File: src/rtl/core/gdad_pkg.sv
`timescale 1ns / 1ps
// ----------------------------------------------------------------------------
// gdad_pkg
// Shared types, field widths, calendar constants and month length lookup
// for the Gregorian date adder.
// ----------------------------------------------------------------------------
package gdad_pkg;

    // transaction field widths
    localparam int unsigned YEAR_W   = 14;
    localparam int unsigned MONTH_W  = 4;
    localparam int unsigned DAY_W    = 5;
    localparam int unsigned ADD_W    = 22;
    localparam int unsigned STATUS_W = 2;

    localparam int unsigned DEF_YEAR_MAX = 9999;

    // days in a 400, 100, 4 and 1 year span
    localparam int unsigned DAYS_400 = 146097;
    localparam int unsigned DAYS_100 = 36524;
    localparam int unsigned DAYS_4   = 1461;
    localparam int unsigned DAYS_1   = 365;

    localparam int unsigned MONTHS = 12;

    // floor(x / 100) = (x * MUL100) >> MUL100_SH, exact for x below 2**16
    localparam int unsigned MUL100    = 83887;
    localparam int unsigned MUL100_SH = 23;
    localparam int unsigned MUL_W     = YEAR_W + 17;
    localparam int unsigned DIV100_W  = MUL_W - MUL100_SH;

    localparam logic [STATUS_W-1:0] STATUS_OK      = 2'd0;
    localparam logic [STATUS_W-1:0] STATUS_ILLEGAL = 2'd1;
    localparam logic [STATUS_W-1:0] STATUS_SAT     = 2'd2;

    localparam logic [DAY_W-1:0] MONTH_LEN_COMMON [MONTHS] =
        '{5'd31, 5'd28, 5'd31, 5'd30, 5'd31, 5'd30, 5'd31, 5'd31, 5'd30, 5'd31, 5'd30, 5'd31};
    localparam logic [DAY_W-1:0] MONTH_LEN_LEAP [MONTHS] =
        '{5'd31, 5'd29, 5'd31, 5'd30, 5'd31, 5'd30, 5'd31, 5'd31, 5'd30, 5'd31, 5'd30, 5'd31};

    // datapath commands from the controller
    typedef enum logic [3:0] {
        OP_IDLE,
        OP_LOAD,
        OP_PREP,
        OP_CHECK,
        OP_MONF,
        OP_ADD,
        OP_RANGE,
        OP_D400,
        OP_D100,
        OP_D4,
        OP_D1,
        OP_MONR,
        OP_OUT
    } op_t;

    // datapath status back to the controller
    typedef struct packed {
        logic illegal;
        logic ovf;
        logic done;
    } sts_t;

    // month length by zero based month index, zero for a nonexistent month
    function automatic logic [DAY_W-1:0] month_len(input logic [MONTH_W-1:0] idx,
                                                   input logic leap);
        logic [DAY_W-1:0] len;
        if (idx > MONTH_W'(MONTHS - 1))
        begin
            len = '0;
        end
        else if (leap)
        begin
            len = MONTH_LEN_LEAP[idx];
        end
        else
        begin
            len = MONTH_LEN_COMMON[idx];
        end
        return len;
    endfunction

endpackage

File: src/rtl/core/gdad_if.sv
`timescale 1ns / 1ps
// ----------------------------------------------------------------------------
// gdad_req_if / gdad_rsp_if
// Valid/ready channels carrying a start date request and a result date.
// ----------------------------------------------------------------------------
interface gdad_req_if import gdad_pkg::*; ();
    logic               valid;
    logic               ready;
    logic [YEAR_W-1:0]  in_year;
    logic [MONTH_W-1:0] in_month;
    logic [DAY_W-1:0]   in_day;
    logic [ADD_W-1:0]   days_to_add;

    modport source (output valid, output in_year, output in_month, output in_day,
                    output days_to_add, input ready);
    modport sink   (input valid, input in_year, input in_month, input in_day,
                    input days_to_add, output ready);
endinterface

interface gdad_rsp_if import gdad_pkg::*; ();
    logic                valid;
    logic                ready;
    logic [YEAR_W-1:0]   out_year;
    logic [MONTH_W-1:0]  out_month;
    logic [DAY_W-1:0]    out_day;
    logic [STATUS_W-1:0] status;

    modport source (output valid, output out_year, output out_month, output out_day,
                    output status, input ready);
    modport sink   (input valid, input out_year, input out_month, input out_day,
                    input status, output ready);
endinterface

File: src/rtl/core/gdad_datapath.sv
`timescale 1ns / 1ps
// ----------------------------------------------------------------------------
// gdad_datapath
// Date to serial day conversion, day add, range check and the span by span
// conversion of the serial day back into a date.
// ----------------------------------------------------------------------------
module gdad_datapath import gdad_pkg::*; #(
    parameter int unsigned YEAR_MAX = DEF_YEAR_MAX
) (
    input  logic                clk,
    input  logic                rst_n,
    input  op_t                 op,
    output sts_t                sts,
    input  logic [YEAR_W-1:0]   in_year,
    input  logic [MONTH_W-1:0]  in_month,
    input  logic [DAY_W-1:0]    in_day,
    input  logic [ADD_W-1:0]    days_to_add,
    output logic [YEAR_W-1:0]   out_year,
    output logic [MONTH_W-1:0]  out_month,
    output logic [DAY_W-1:0]    out_day,
    output logic [STATUS_W-1:0] status
);

    // serial day of 31 december of the last year
    localparam int unsigned LIMIT = YEAR_MAX * 365 + YEAR_MAX / 4 - YEAR_MAX / 100
                                    + YEAR_MAX / 400;
    localparam int unsigned SER_W = $clog2(LIMIT + 2 ** ADD_W);
    localparam int unsigned QM    = LIMIT / DAYS_400;
    localparam int unsigned Q_W   = $clog2(QM + 1);
    localparam int unsigned KMAX  = (Q_W > 5) ? Q_W - 1 : 4;
    localparam int unsigned KB_W  = $clog2(KMAX + 1);
    localparam int unsigned YR_W  = $clog2(YEAR_MAX + 1);
    localparam int unsigned FW_W  = 25;
    localparam int unsigned P365_W = YEAR_W + 9;
    localparam logic [YEAR_W-1:0] YEAR_SAT = YEAR_W'(YEAR_MAX % (2 ** YEAR_W));

    logic [YEAR_W-1:0]   y_reg,      y_next;
    logic [MONTH_W-1:0]  m_reg,      m_next;
    logic [DAY_W-1:0]    d_reg,      d_next;
    logic [ADD_W-1:0]    add_reg,    add_next;
    logic [DIV100_W-1:0] ydiv_reg,   ydiv_next;
    logic [DIV100_W-1:0] pdiv_reg,   pdiv_next;
    logic [P365_W-1:0]   p365_reg,   p365_next;
    logic [SER_W-1:0]    ser_reg,    ser_next;
    logic                illegal_reg, illegal_next;
    logic                ovf_reg,    ovf_next;
    logic [MONTH_W-1:0]  mcnt_reg,   mcnt_next;
    logic [KB_W-1:0]     kbit_reg,   kbit_next;
    logic [YR_W-1:0]     yr_reg,     yr_next;
    logic [1:0]          q100_reg,   q100_next;
    logic [4:0]          q4_reg,     q4_next;
    logic [1:0]          q1_reg,     q1_next;
    logic [YEAR_W-1:0]   oyear_reg,  oyear_next;
    logic [MONTH_W-1:0]  omonth_reg, omonth_next;
    logic [DAY_W-1:0]    oday_reg,   oday_next;
    logic [STATUS_W-1:0] ostat_reg,  ostat_next;

    logic [YEAR_W-1:0]  p;
    logic [MUL_W-1:0]   yprod;
    logic [MUL_W-1:0]   pprod;
    logic [YEAR_W-1:0]  y_hund;
    logic               y_rem0;
    logic               leap_in;
    logic               leap_out;
    logic [DAY_W-1:0]   mlen_in;
    logic [DAY_W-1:0]   mlen_f;
    logic [DAY_W-1:0]   mlen_r;
    logic               illegal;
    logic [FW_W-1:0]    fw;
    logic [SER_W-1:0]   ser_sum;
    logic [SER_W-1:0]   dv400;
    logic [SER_W-1:0]   dv4;
    logic               ge400;
    logic               ge4;
    logic               ge100;
    logic               ge1;
    logic               monf_done;
    logic               monr_go;

    // input date checks
    assign p      = y_reg - YEAR_W'(1);
    assign yprod  = MUL_W'(y_reg) * MUL_W'(MUL100);
    assign pprod  = MUL_W'(p) * MUL_W'(MUL100);
    assign y_hund = YEAR_W'({ydiv_reg, 6'b0}) + YEAR_W'({ydiv_reg, 5'b0})
                  + YEAR_W'({ydiv_reg, 2'b0});
    assign y_rem0  = (y_reg == y_hund);
    assign leap_in = ((y_reg[1:0] == 2'b00) && !y_rem0)
                   || (y_rem0 && (ydiv_reg[1:0] == 2'b00));
    assign mlen_in = month_len(m_reg - MONTH_W'(1), leap_in);
    assign illegal = (y_reg == '0) || (32'(y_reg) > YEAR_MAX) || (m_reg == '0)
                   || (m_reg > MONTH_W'(MONTHS)) || (d_reg == '0) || (d_reg > mlen_in);

    // days before the start year: 365p + p/4 - p/100 + p/400
    assign fw = FW_W'(p365_reg) + FW_W'(p[YEAR_W-1:2]) - FW_W'(pdiv_reg)
              + FW_W'(pdiv_reg[DIV100_W-1:2]);

    // leap rule recovered from the span counts of the result year
    assign leap_out = (q1_reg == 2'd3) && ((q4_reg != 5'd24) || (q100_reg == 2'd3));
    assign mlen_f   = month_len(mcnt_reg, leap_in);
    assign mlen_r   = month_len(mcnt_reg, leap_out);

    assign ser_sum = ser_reg + SER_W'(d_reg) + SER_W'(add_reg);
    assign dv400   = SER_W'(DAYS_400) << kbit_reg;
    assign dv4     = SER_W'(DAYS_4) << kbit_reg;
    assign ge400   = (ser_reg >= dv400);
    assign ge4     = (ser_reg >= dv4);
    assign ge100   = (ser_reg >= SER_W'(DAYS_100));
    assign ge1     = (ser_reg >= SER_W'(DAYS_1));

    assign monf_done = ({1'b0, mcnt_reg} + 5'd1) >= {1'b0, m_reg};
    assign monr_go   = (mcnt_reg < MONTH_W'(MONTHS - 1)) && (ser_reg >= SER_W'(mlen_r));

    always_comb
    begin
        sts.illegal = illegal;
        sts.ovf     = (ser_reg > SER_W'(LIMIT));
        case (op)
            OP_MONF:  sts.done = monf_done;
            OP_D400:  sts.done = (kbit_reg == '0);
            OP_D100:  sts.done = (q100_reg == 2'd3) || !ge100;
            OP_D4:    sts.done = (kbit_reg == '0);
            OP_D1:    sts.done = (q1_reg == 2'd3) || !ge1;
            OP_MONR:  sts.done = !monr_go;
            default:  sts.done = 1'b0;
        endcase
    end

    always_comb
    begin
        y_next       = y_reg;
        m_next       = m_reg;
        d_next       = d_reg;
        add_next     = add_reg;
        ydiv_next    = ydiv_reg;
        pdiv_next    = pdiv_reg;
        p365_next    = p365_reg;
        ser_next     = ser_reg;
        illegal_next = illegal_reg;
        ovf_next     = ovf_reg;
        mcnt_next    = mcnt_reg;
        kbit_next    = kbit_reg;
        yr_next      = yr_reg;
        q100_next    = q100_reg;
        q4_next      = q4_reg;
        q1_next      = q1_reg;
        oyear_next   = oyear_reg;
        omonth_next  = omonth_reg;
        oday_next    = oday_reg;
        ostat_next   = ostat_reg;
        case (op)
            OP_LOAD:
            begin
                y_next       = in_year;
                m_next       = in_month;
                d_next       = in_day;
                add_next     = days_to_add;
                illegal_next = 1'b0;
                ovf_next     = 1'b0;
                mcnt_next    = '0;
            end
            OP_PREP:
            begin
                ydiv_next = yprod[MUL_W-1:MUL100_SH];
                pdiv_next = pprod[MUL_W-1:MUL100_SH];
                p365_next = P365_W'(p) * P365_W'(DAYS_1);
            end
            OP_CHECK:
            begin
                illegal_next = illegal;
                ser_next     = SER_W'(fw);
            end
            OP_MONF:
            begin
                if (!monf_done)
                begin
                    ser_next  = ser_reg + SER_W'(mlen_f);
                    mcnt_next = mcnt_reg + MONTH_W'(1);
                end
            end
            OP_ADD:
            begin
                ser_next = ser_sum;
            end
            OP_RANGE:
            begin
                ovf_next  = sts.ovf;
                ser_next  = ser_reg - SER_W'(1);
                mcnt_next = '0;
                kbit_next = KB_W'(Q_W - 1);
                yr_next   = YR_W'(1);
                q100_next = '0;
                q4_next   = '0;
                q1_next   = '0;
            end
            OP_D400:
            begin
                if (ge400)
                begin
                    ser_next = ser_reg - dv400;
                    yr_next  = yr_reg + YR_W'(32'(400) << kbit_reg);
                end
                if (kbit_reg == '0)
                begin
                    kbit_next = KB_W'(4);
                end
                else
                begin
                    kbit_next = kbit_reg - KB_W'(1);
                end
            end
            OP_D100:
            begin
                if ((q100_reg != 2'd3) && ge100)
                begin
                    ser_next  = ser_reg - SER_W'(DAYS_100);
                    yr_next   = yr_reg + YR_W'(100);
                    q100_next = q100_reg + 2'd1;
                end
            end
            OP_D4:
            begin
                if (ge4)
                begin
                    ser_next = ser_reg - dv4;
                    yr_next  = yr_reg + YR_W'(32'(4) << kbit_reg);
                    q4_next  = q4_reg | (5'd1 << kbit_reg);
                end
                if (kbit_reg != '0)
                begin
                    kbit_next = kbit_reg - KB_W'(1);
                end
            end
            OP_D1:
            begin
                if ((q1_reg != 2'd3) && ge1)
                begin
                    ser_next = ser_reg - SER_W'(DAYS_1);
                    yr_next  = yr_reg + YR_W'(1);
                    q1_next  = q1_reg + 2'd1;
                end
            end
            OP_MONR:
            begin
                if (monr_go)
                begin
                    ser_next  = ser_reg - SER_W'(mlen_r);
                    mcnt_next = mcnt_reg + MONTH_W'(1);
                end
            end
            OP_OUT:
            begin
                if (illegal_reg)
                begin
                    oyear_next  = '0;
                    omonth_next = '0;
                    oday_next   = '0;
                    ostat_next  = STATUS_ILLEGAL;
                end
                else if (ovf_reg)
                begin
                    oyear_next  = YEAR_SAT;
                    omonth_next = MONTH_W'(MONTHS);
                    oday_next   = DAY_W'(31);
                    ostat_next  = STATUS_SAT;
                end
                else
                begin
                    oyear_next  = YEAR_W'(yr_reg);
                    omonth_next = mcnt_reg + MONTH_W'(1);
                    oday_next   = DAY_W'(ser_reg) + DAY_W'(1);
                    ostat_next  = STATUS_OK;
                end
            end
            default:
            begin
            end
        endcase
    end

    // loop counters
    always_ff @(posedge clk or negedge rst_n)
    begin
        if (!rst_n)
        begin
            mcnt_reg <= '0;
            kbit_reg <= '0;
            q100_reg <= '0;
            q4_reg   <= '0;
            q1_reg   <= '0;
        end
        else
        begin
            mcnt_reg <= mcnt_next;
            kbit_reg <= kbit_next;
            q100_reg <= q100_next;
            q4_reg   <= q4_next;
            q1_reg   <= q1_next;
        end
    end

    // payload
    always_ff @(posedge clk)
    begin
        y_reg       <= y_next;
        m_reg       <= m_next;
        d_reg       <= d_next;
        add_reg     <= add_next;
        ydiv_reg    <= ydiv_next;
        pdiv_reg    <= pdiv_next;
        p365_reg    <= p365_next;
        ser_reg     <= ser_next;
        illegal_reg <= illegal_next;
        ovf_reg     <= ovf_next;
        yr_reg      <= yr_next;
        oyear_reg   <= oyear_next;
        omonth_reg  <= omonth_next;
        oday_reg    <= oday_next;
        ostat_reg   <= ostat_next;
    end

    assign out_year  = oyear_reg;
    assign out_month = omonth_reg;
    assign out_day   = oday_reg;
    assign status    = ostat_reg;

endmodule

File: src/rtl/core/gdad_ctrl.sv
`timescale 1ns / 1ps
// ----------------------------------------------------------------------------
// gdad_ctrl
// Sequencer that steps the datapath through one transaction and owns the
// handshake on both channels.
// ----------------------------------------------------------------------------
module gdad_ctrl import gdad_pkg::*; (
    input  logic clk,
    input  logic rst_n,
    input  logic req_valid,
    output logic req_ready,
    output logic rsp_valid,
    input  logic rsp_ready,
    output op_t  op,
    input  sts_t sts
);

    typedef enum logic [3:0] {
        S_IDLE,
        S_PREP,
        S_CHECK,
        S_MONF,
        S_ADD,
        S_RANGE,
        S_D400,
        S_D100,
        S_D4,
        S_D1,
        S_MONR,
        S_OUT
    } state_t;

    state_t state_reg, state_next;
    logic   out_valid_reg, out_valid_next;
    logic   out_free;

    assign out_free  = !out_valid_reg || rsp_ready;
    assign req_ready = (state_reg == S_IDLE);
    assign rsp_valid = out_valid_reg;

    always_comb
    begin
        state_next     = state_reg;
        out_valid_next = out_valid_reg && !rsp_ready;
        op             = OP_IDLE;
        case (state_reg)
            S_IDLE:
            begin
                if (req_valid)
                begin
                    op         = OP_LOAD;
                    state_next = S_PREP;
                end
            end
            S_PREP:
            begin
                op         = OP_PREP;
                state_next = S_CHECK;
            end
            S_CHECK:
            begin
                op         = OP_CHECK;
                state_next = sts.illegal ? S_OUT : S_MONF;
            end
            S_MONF:
            begin
                op = OP_MONF;
                if (sts.done)
                begin
                    state_next = S_ADD;
                end
            end
            S_ADD:
            begin
                op         = OP_ADD;
                state_next = S_RANGE;
            end
            S_RANGE:
            begin
                op         = OP_RANGE;
                state_next = sts.ovf ? S_OUT : S_D400;
            end
            S_D400:
            begin
                op = OP_D400;
                if (sts.done)
                begin
                    state_next = S_D100;
                end
            end
            S_D100:
            begin
                op = OP_D100;
                if (sts.done)
                begin
                    state_next = S_D4;
                end
            end
            S_D4:
            begin
                op = OP_D4;
                if (sts.done)
                begin
                    state_next = S_D1;
                end
            end
            S_D1:
            begin
                op = OP_D1;
                if (sts.done)
                begin
                    state_next = S_MONR;
                end
            end
            S_MONR:
            begin
                op = OP_MONR;
                if (sts.done)
                begin
                    state_next = S_OUT;
                end
            end
            S_OUT:
            begin
                if (out_free)
                begin
                    op             = OP_OUT;
                    out_valid_next = 1'b1;
                    state_next     = S_IDLE;
                end
            end
            default:
            begin
                state_next = S_IDLE;
            end
        endcase
    end

    always_ff @(posedge clk or negedge rst_n)
    begin
        if (!rst_n)
        begin
            state_reg     <= S_IDLE;
            out_valid_reg <= 1'b0;
        end
        else
        begin
            state_reg     <= state_next;
            out_valid_reg <= out_valid_next;
        end
    end

endmodule

File: src/rtl/core/gregorian_date_add_days.sv
`timescale 1ns / 1ps
// ----------------------------------------------------------------------------
// gregorian_date_add_days
// Adds a day count to a Gregorian date and reports legality or saturation.
// ----------------------------------------------------------------------------
// usage
//   req carries one start date (year, month, day) and a day count per
//   transaction; rsp returns the resulting date and a status code
//   (ok, illegal start date, saturated at 31 december of YEAR_MAX)
//   one transaction is worked at a time: req.ready is high only while the
//   sequencer is idle
//   a transaction steps through load, date check, a month walk on the way
//   in (its length set by the start month), the add, the range check and a
//   walk on the way out (400 year spans one quotient bit a cycle, then 100,
//   4 and 1 year spans, then months) before the output step; a saturated
//   result skips the walk on the way out, an illegal date both walks
//   the result sits in an output register, so the next request is taken
//   while an earlier response still waits; a stalled rsp only holds the
//   sequencer at its final step until the register frees
//   reset clears the sequencer and the response valid; no transaction is
//   in flight after reset
// ----------------------------------------------------------------------------
module gregorian_date_add_days import gdad_pkg::*; #(
    parameter int unsigned YEAR_MAX = DEF_YEAR_MAX
) (
    input logic      clk,
    input logic      rst_n,
    gdad_req_if.sink req,
    gdad_rsp_if.source rsp
);

    op_t  op;
    sts_t sts;

    // sequencer: handshakes and step order
    gdad_ctrl u_ctrl (
        .clk       (clk),
        .rst_n     (rst_n),
        .req_valid (req.valid),
        .req_ready (req.ready),
        .rsp_valid (rsp.valid),
        .rsp_ready (rsp.ready),
        .op        (op),
        .sts       (sts)
    );

    // datapath: serial day arithmetic and the result register
    gdad_datapath #(
        .YEAR_MAX (YEAR_MAX)
    ) u_datapath (
        .clk         (clk),
        .rst_n       (rst_n),
        .op          (op),
        .sts         (sts),
        .in_year     (req.in_year),
        .in_month    (req.in_month),
        .in_day      (req.in_day),
        .days_to_add (req.days_to_add),
        .out_year    (rsp.out_year),
        .out_month   (rsp.out_month),
        .out_day     (rsp.out_day),
        .status      (rsp.status)
    );

endmodule

File: src/flat_wrapper.sv
// flat-port wrapper written by rule: the top's interface ports become plain ports
module gregorian_date_add_days_flat import gdad_pkg::*;
#(
    parameter int unsigned YEAR_MAX = DEF_YEAR_MAX
)
  (clk, rst_n, req_valid, req_in_year, req_in_month, req_in_day, req_days_to_add, req_ready, rsp_valid, rsp_out_year, rsp_out_month, rsp_out_day, rsp_status, rsp_ready);
  gdad_req_if req_i ();
  gdad_rsp_if rsp_i ();
  input logic clk;
  input logic rst_n;
  input wire logic [$bits(req_i.valid)-1:0] req_valid;
  input wire logic [$bits(req_i.in_year)-1:0] req_in_year;
  input wire logic [$bits(req_i.in_month)-1:0] req_in_month;
  input wire logic [$bits(req_i.in_day)-1:0] req_in_day;
  input wire logic [$bits(req_i.days_to_add)-1:0] req_days_to_add;
  output wire logic [$bits(req_i.ready)-1:0] req_ready;
  output wire logic [$bits(rsp_i.valid)-1:0] rsp_valid;
  output wire logic [$bits(rsp_i.out_year)-1:0] rsp_out_year;
  output wire logic [$bits(rsp_i.out_month)-1:0] rsp_out_month;
  output wire logic [$bits(rsp_i.out_day)-1:0] rsp_out_day;
  output wire logic [$bits(rsp_i.status)-1:0] rsp_status;
  input wire logic [$bits(rsp_i.ready)-1:0] rsp_ready;
  assign req_i.valid = req_valid;
  assign req_i.in_year = req_in_year;
  assign req_i.in_month = req_in_month;
  assign req_i.in_day = req_in_day;
  assign req_i.days_to_add = req_days_to_add;
  assign req_ready = req_i.ready;
  assign rsp_valid = rsp_i.valid;
  assign rsp_out_year = rsp_i.out_year;
  assign rsp_out_month = rsp_i.out_month;
  assign rsp_out_day = rsp_i.out_day;
  assign rsp_status = rsp_i.status;
  assign rsp_i.ready = rsp_ready;
  gregorian_date_add_days #(.YEAR_MAX(YEAR_MAX)) u_core (.clk(clk), .rst_n(rst_n), .req(req_i), .rsp(rsp_i));
endmodule
File: config.mk
export PLATFORM = sky130hd
export DESIGN_NAME = gregorian_date_add_days_flat
export DESIGN_NICKNAME = d
export VERILOG_FILES = /design/src/rtl/core/gdad_pkg.sv /design/src/rtl/core/gdad_if.sv /design/src/rtl/core/gdad_datapath.sv /design/src/rtl/core/gdad_ctrl.sv /design/src/rtl/core/gregorian_date_add_days.sv /design/src/flat_wrapper.sv
export SDC_FILE = /design/constraint.sdc
export NUM_CORES = 2
export LEC_CHECK = 0
export BUFFER_PORTS_ARGS = -buffer_cell sky130_fd_sc_hd__buf_4
export CAP_MARGIN = 20
export CELL_PAD_IN_SITES_DETAIL_PLACEMENT = 0
export CELL_PAD_IN_SITES_GLOBAL_PLACEMENT = 2
export CORE_UTILIZATION = 45
export DETAILED_ROUTE_END_ITERATION = 10
export PLACE_DENSITY_LB_ADDON = 0.1
export SKIP_CTS_REPAIR_TIMING = 1
export SYNTH_ARGS = -nofsm -noshare
export SYNTH_HDL_FRONTEND = slang
export SYNTH_SLANG_ARGS = --single-unit
File: constraint.sdc
create_clock -name clk -period 25.1 [get_ports clk]
set_input_delay 1.255 -clock clk [delete_from_list [all_inputs] [get_ports clk]]
set_output_delay 1.255 -clock clk [all_outputs]
set_load 0.01 [all_outputs]
==> summary.md <==
| Metric | Value |
|---|---|
| CP Data Required Time | `25350 ps` |
| Post-Layout Cell Count | `3777` |
| Worst Skew | `31.9 ps` |
| # IOs | `76` |
| GR Overflow Total | `0` |
| H-tree Lvls | `4` |
| Clk Latency, worst-skew pair | `520 ps` |
| Initial Util | `0.457` |
| Count leader, synth | `ha_1` |
| Die height | `between 200 and 250 µm` |
| Row count | `89` |
| Hold Crit Class | `flip-flop to flip-flop` |
| Top cells by area, synth | `ha_1, fa_1, edfxtp_1, inv_1, xnor2_1` |
| Post-Syn Area | `27100 µm²` |
| Die area | `61200 µm²` |
| Top cells by count, synth | `ha_1, inv_1, fa_1` |
| Synth Register Bits | `around 170` |
| DP Cell Count | `3743` |
| Clk buf depth | `2` |
| CP max FO | `14` |
| Clock-pin slew on the worst setup and hold paths | `100 ps` |
| Placer Congestion | `0.904` |
| Length of routed met2 wiring | `40200 µm` |
| Max-cap check violation count | `0` |
| Layout cell share with drive strength beyond 1 | `0.0543` |
| Slowest stage cell, crit path | `edfxtp_1` |
| Final Net Count | `3771` |
| Final setup vio count | `0` |
| DP HPWL | `66400 µm` |
| M1 wire length | `36100 µm` |
| Setup TNS | `0 ps` |
| Gr usage total | `0.273` |
| Post-route minimum period | `9050 ps` |
| DR vias | `~21000` |
| Critical path arrival | `approximately 9300 ps` |
| Post-route DRC | `0` |
| Worst Max-Slew Pin Slew | `1120 ps` |
| Post-route setup slack | `16050 ps` |
| Top Metal Used | `met4` |
| CTS tree | `yes` |
| Register area share after synthesis | `0.184` |
| CP Class | `flip-flop to flip-flop` |
| Root Driver | `clkbuf_16` |
| Main synth FF type | `edfxtp_1` |
| First-pass GRT wire length | `127000 µm` |
| Met3 WL | `2510 µm` |
| Mapped Cells | `2936` |
| Post-Syn Area per Cell | `9.22 µm²` |
| Number of global-route vias before repair | `22500` |
| Fmax | `111 MHz` |
| Syn-to-layout area delta | `7.91%` |
| Routed WL | `between 80000 and 90000 µm` |
| Synth area leader | `ha_1` |
| Final hold violations | `0` |
| Initial antenna violation count | `0` |
| Status | `finished, final reports clean` |
| Sink Count | `169` |
| Yosys warnings | `0` |
| Ys async rst share | `0.124` |
| Startpoint types | `flip-flop` |
| Fin area | `29200 µm²` |
| Hold Crit Depth | `2` |
| Worst path max stage delay | `840 ps` |
| Synth top area share | `0.228` |
| Post-synth EDFFs | `~150` |
| Pre-antenna DRT Iters | `5` |
| Wire per inst | `21.3 µm` |
| CP endpoint kind | `flip-flop` |
| Setup WS pre-CTS | `16120 ps` |
| Vias/cell | `roughly 5.7` |
| Yosys cell types | `80` |
| R2R cell count | `29` |
| Num CTS Buffers | `17` |
| Iteration-0 DRC Markers | `~1200` |
| Largest net degree at the start of global routing | `40` |
| Buffers added on ports | `75` |
| Core footprint | `59200 µm²` |
| Die X | `about 250 µm` |
| RSZ-0062 raised after global routing | `no` |
| Antenna-violating nets left | `0` |
| Final worst-path cycle share | `0.360` |
| Fin. max-slew vios | `0` |
| Post-place instance area | `28600 µm²` |
| Slew headroom | `0.242` |
## layout make-up
type,count,area (µm²)
fill,5674,30000
multi-input combinational,2259,20200
sequential,169,4970
inverter,441,1660
tap,773,967
timing repair buffer,102,776
clock buffer,17,425
clock inverter,15,203
antenna,1,2.50
## per-layer routing
metal	vias to the layer above	GRT usage
li1	10400	-
met1	10500	0.354
met4	0	0.0725
met2	403	0.479
met5	-	0
met3	95	0.0291
## critical path, delay by kind of cell (launching register included)
family / cells / cell delay (ps)
compound gates: 9 / 2370
flops: 1 / 840
buf+inv: 6 / 860
xor+xnor: 2 / 820
simple gates: 4 / 400
fa+ha+maj: 8 / 3490
## per-stage QoR
| stage | hold WS [ps] | utilization |
|---|---|---|
| after floorplan | 424 | - |
| after global placement | 457 | 0.482 |
| after detailed placement | 472 | 0.483 |
| after CTS | 492 | 0.493 |
| after global routing | 511 | 0.493 |
| final | 486 | 0.493 |
## path summary, 6_finish.rpt
check,from,endpoint,slack (ps)
setup / recovery,u_core.u_datapath.y_reg[0]$_DFFE_PP_,u_core.u_datapath.pdiv_reg[7]$_DFFE_PN_,16050
setup reg to reg,u_core.u_datapath.y_reg[0]$_DFFE_PP_,u_core.u_datapath.pdiv_reg[7]$_DFFE_PN_,16050
hold reg to reg,u_core.u_datapath.q4_reg[1]$_DFFE_PN0P_,u_core.u_datapath.q4_reg[1]$_DFFE_PN0P_,490
max in group asynchronous,rst_n,u_core.u_datapath.mcnt_reg[0]$_DFFE_PN0P_,24200
hold / removal,u_core.u_datapath.q4_reg[1]$_DFFE_PN0P_,u_core.u_datapath.q4_reg[1]$_DFFE_PN0P_,490
min in group asynchronous,rst_n,u_core.u_ctrl.state_reg[3]$_DFFE_PN0P_,640
## logic make-up after synthesis
group | synth area share
AOI/OAI and AO/OA | 0.157
xor gates and xnor gates | 0.0611
adders and majority gates | 0.404
buffers and inverters | 0.0706
DFF | 0.184
muxes | 0.00490
other | 0.000138
and+or+nand+nor | 0.118
## cell usage in the layout, fill, tap and decap left out, types with 61 or more instances in the layout
| master | count |
|---|---|
| ha_1 | 493 |
| inv_1 | 439 |
| fa_1 | 239 |
| nor2_1 | 207 |
| nand2_1 | 159 |
| a21oi_1 | 150 |
| edfxtp_1 | 148 |
| o21ai_0 | 141 |
| xnor2_1 | 124 |
| buf_4 | 100 |
| nor3_1 | 72 |
| xor2_1 | 65 |
| a21o_1 | 61 |
Power is left out: the tool's default activity adds up to more than one toggle a clock period on the data nets, which glitch-free logic cannot reach.
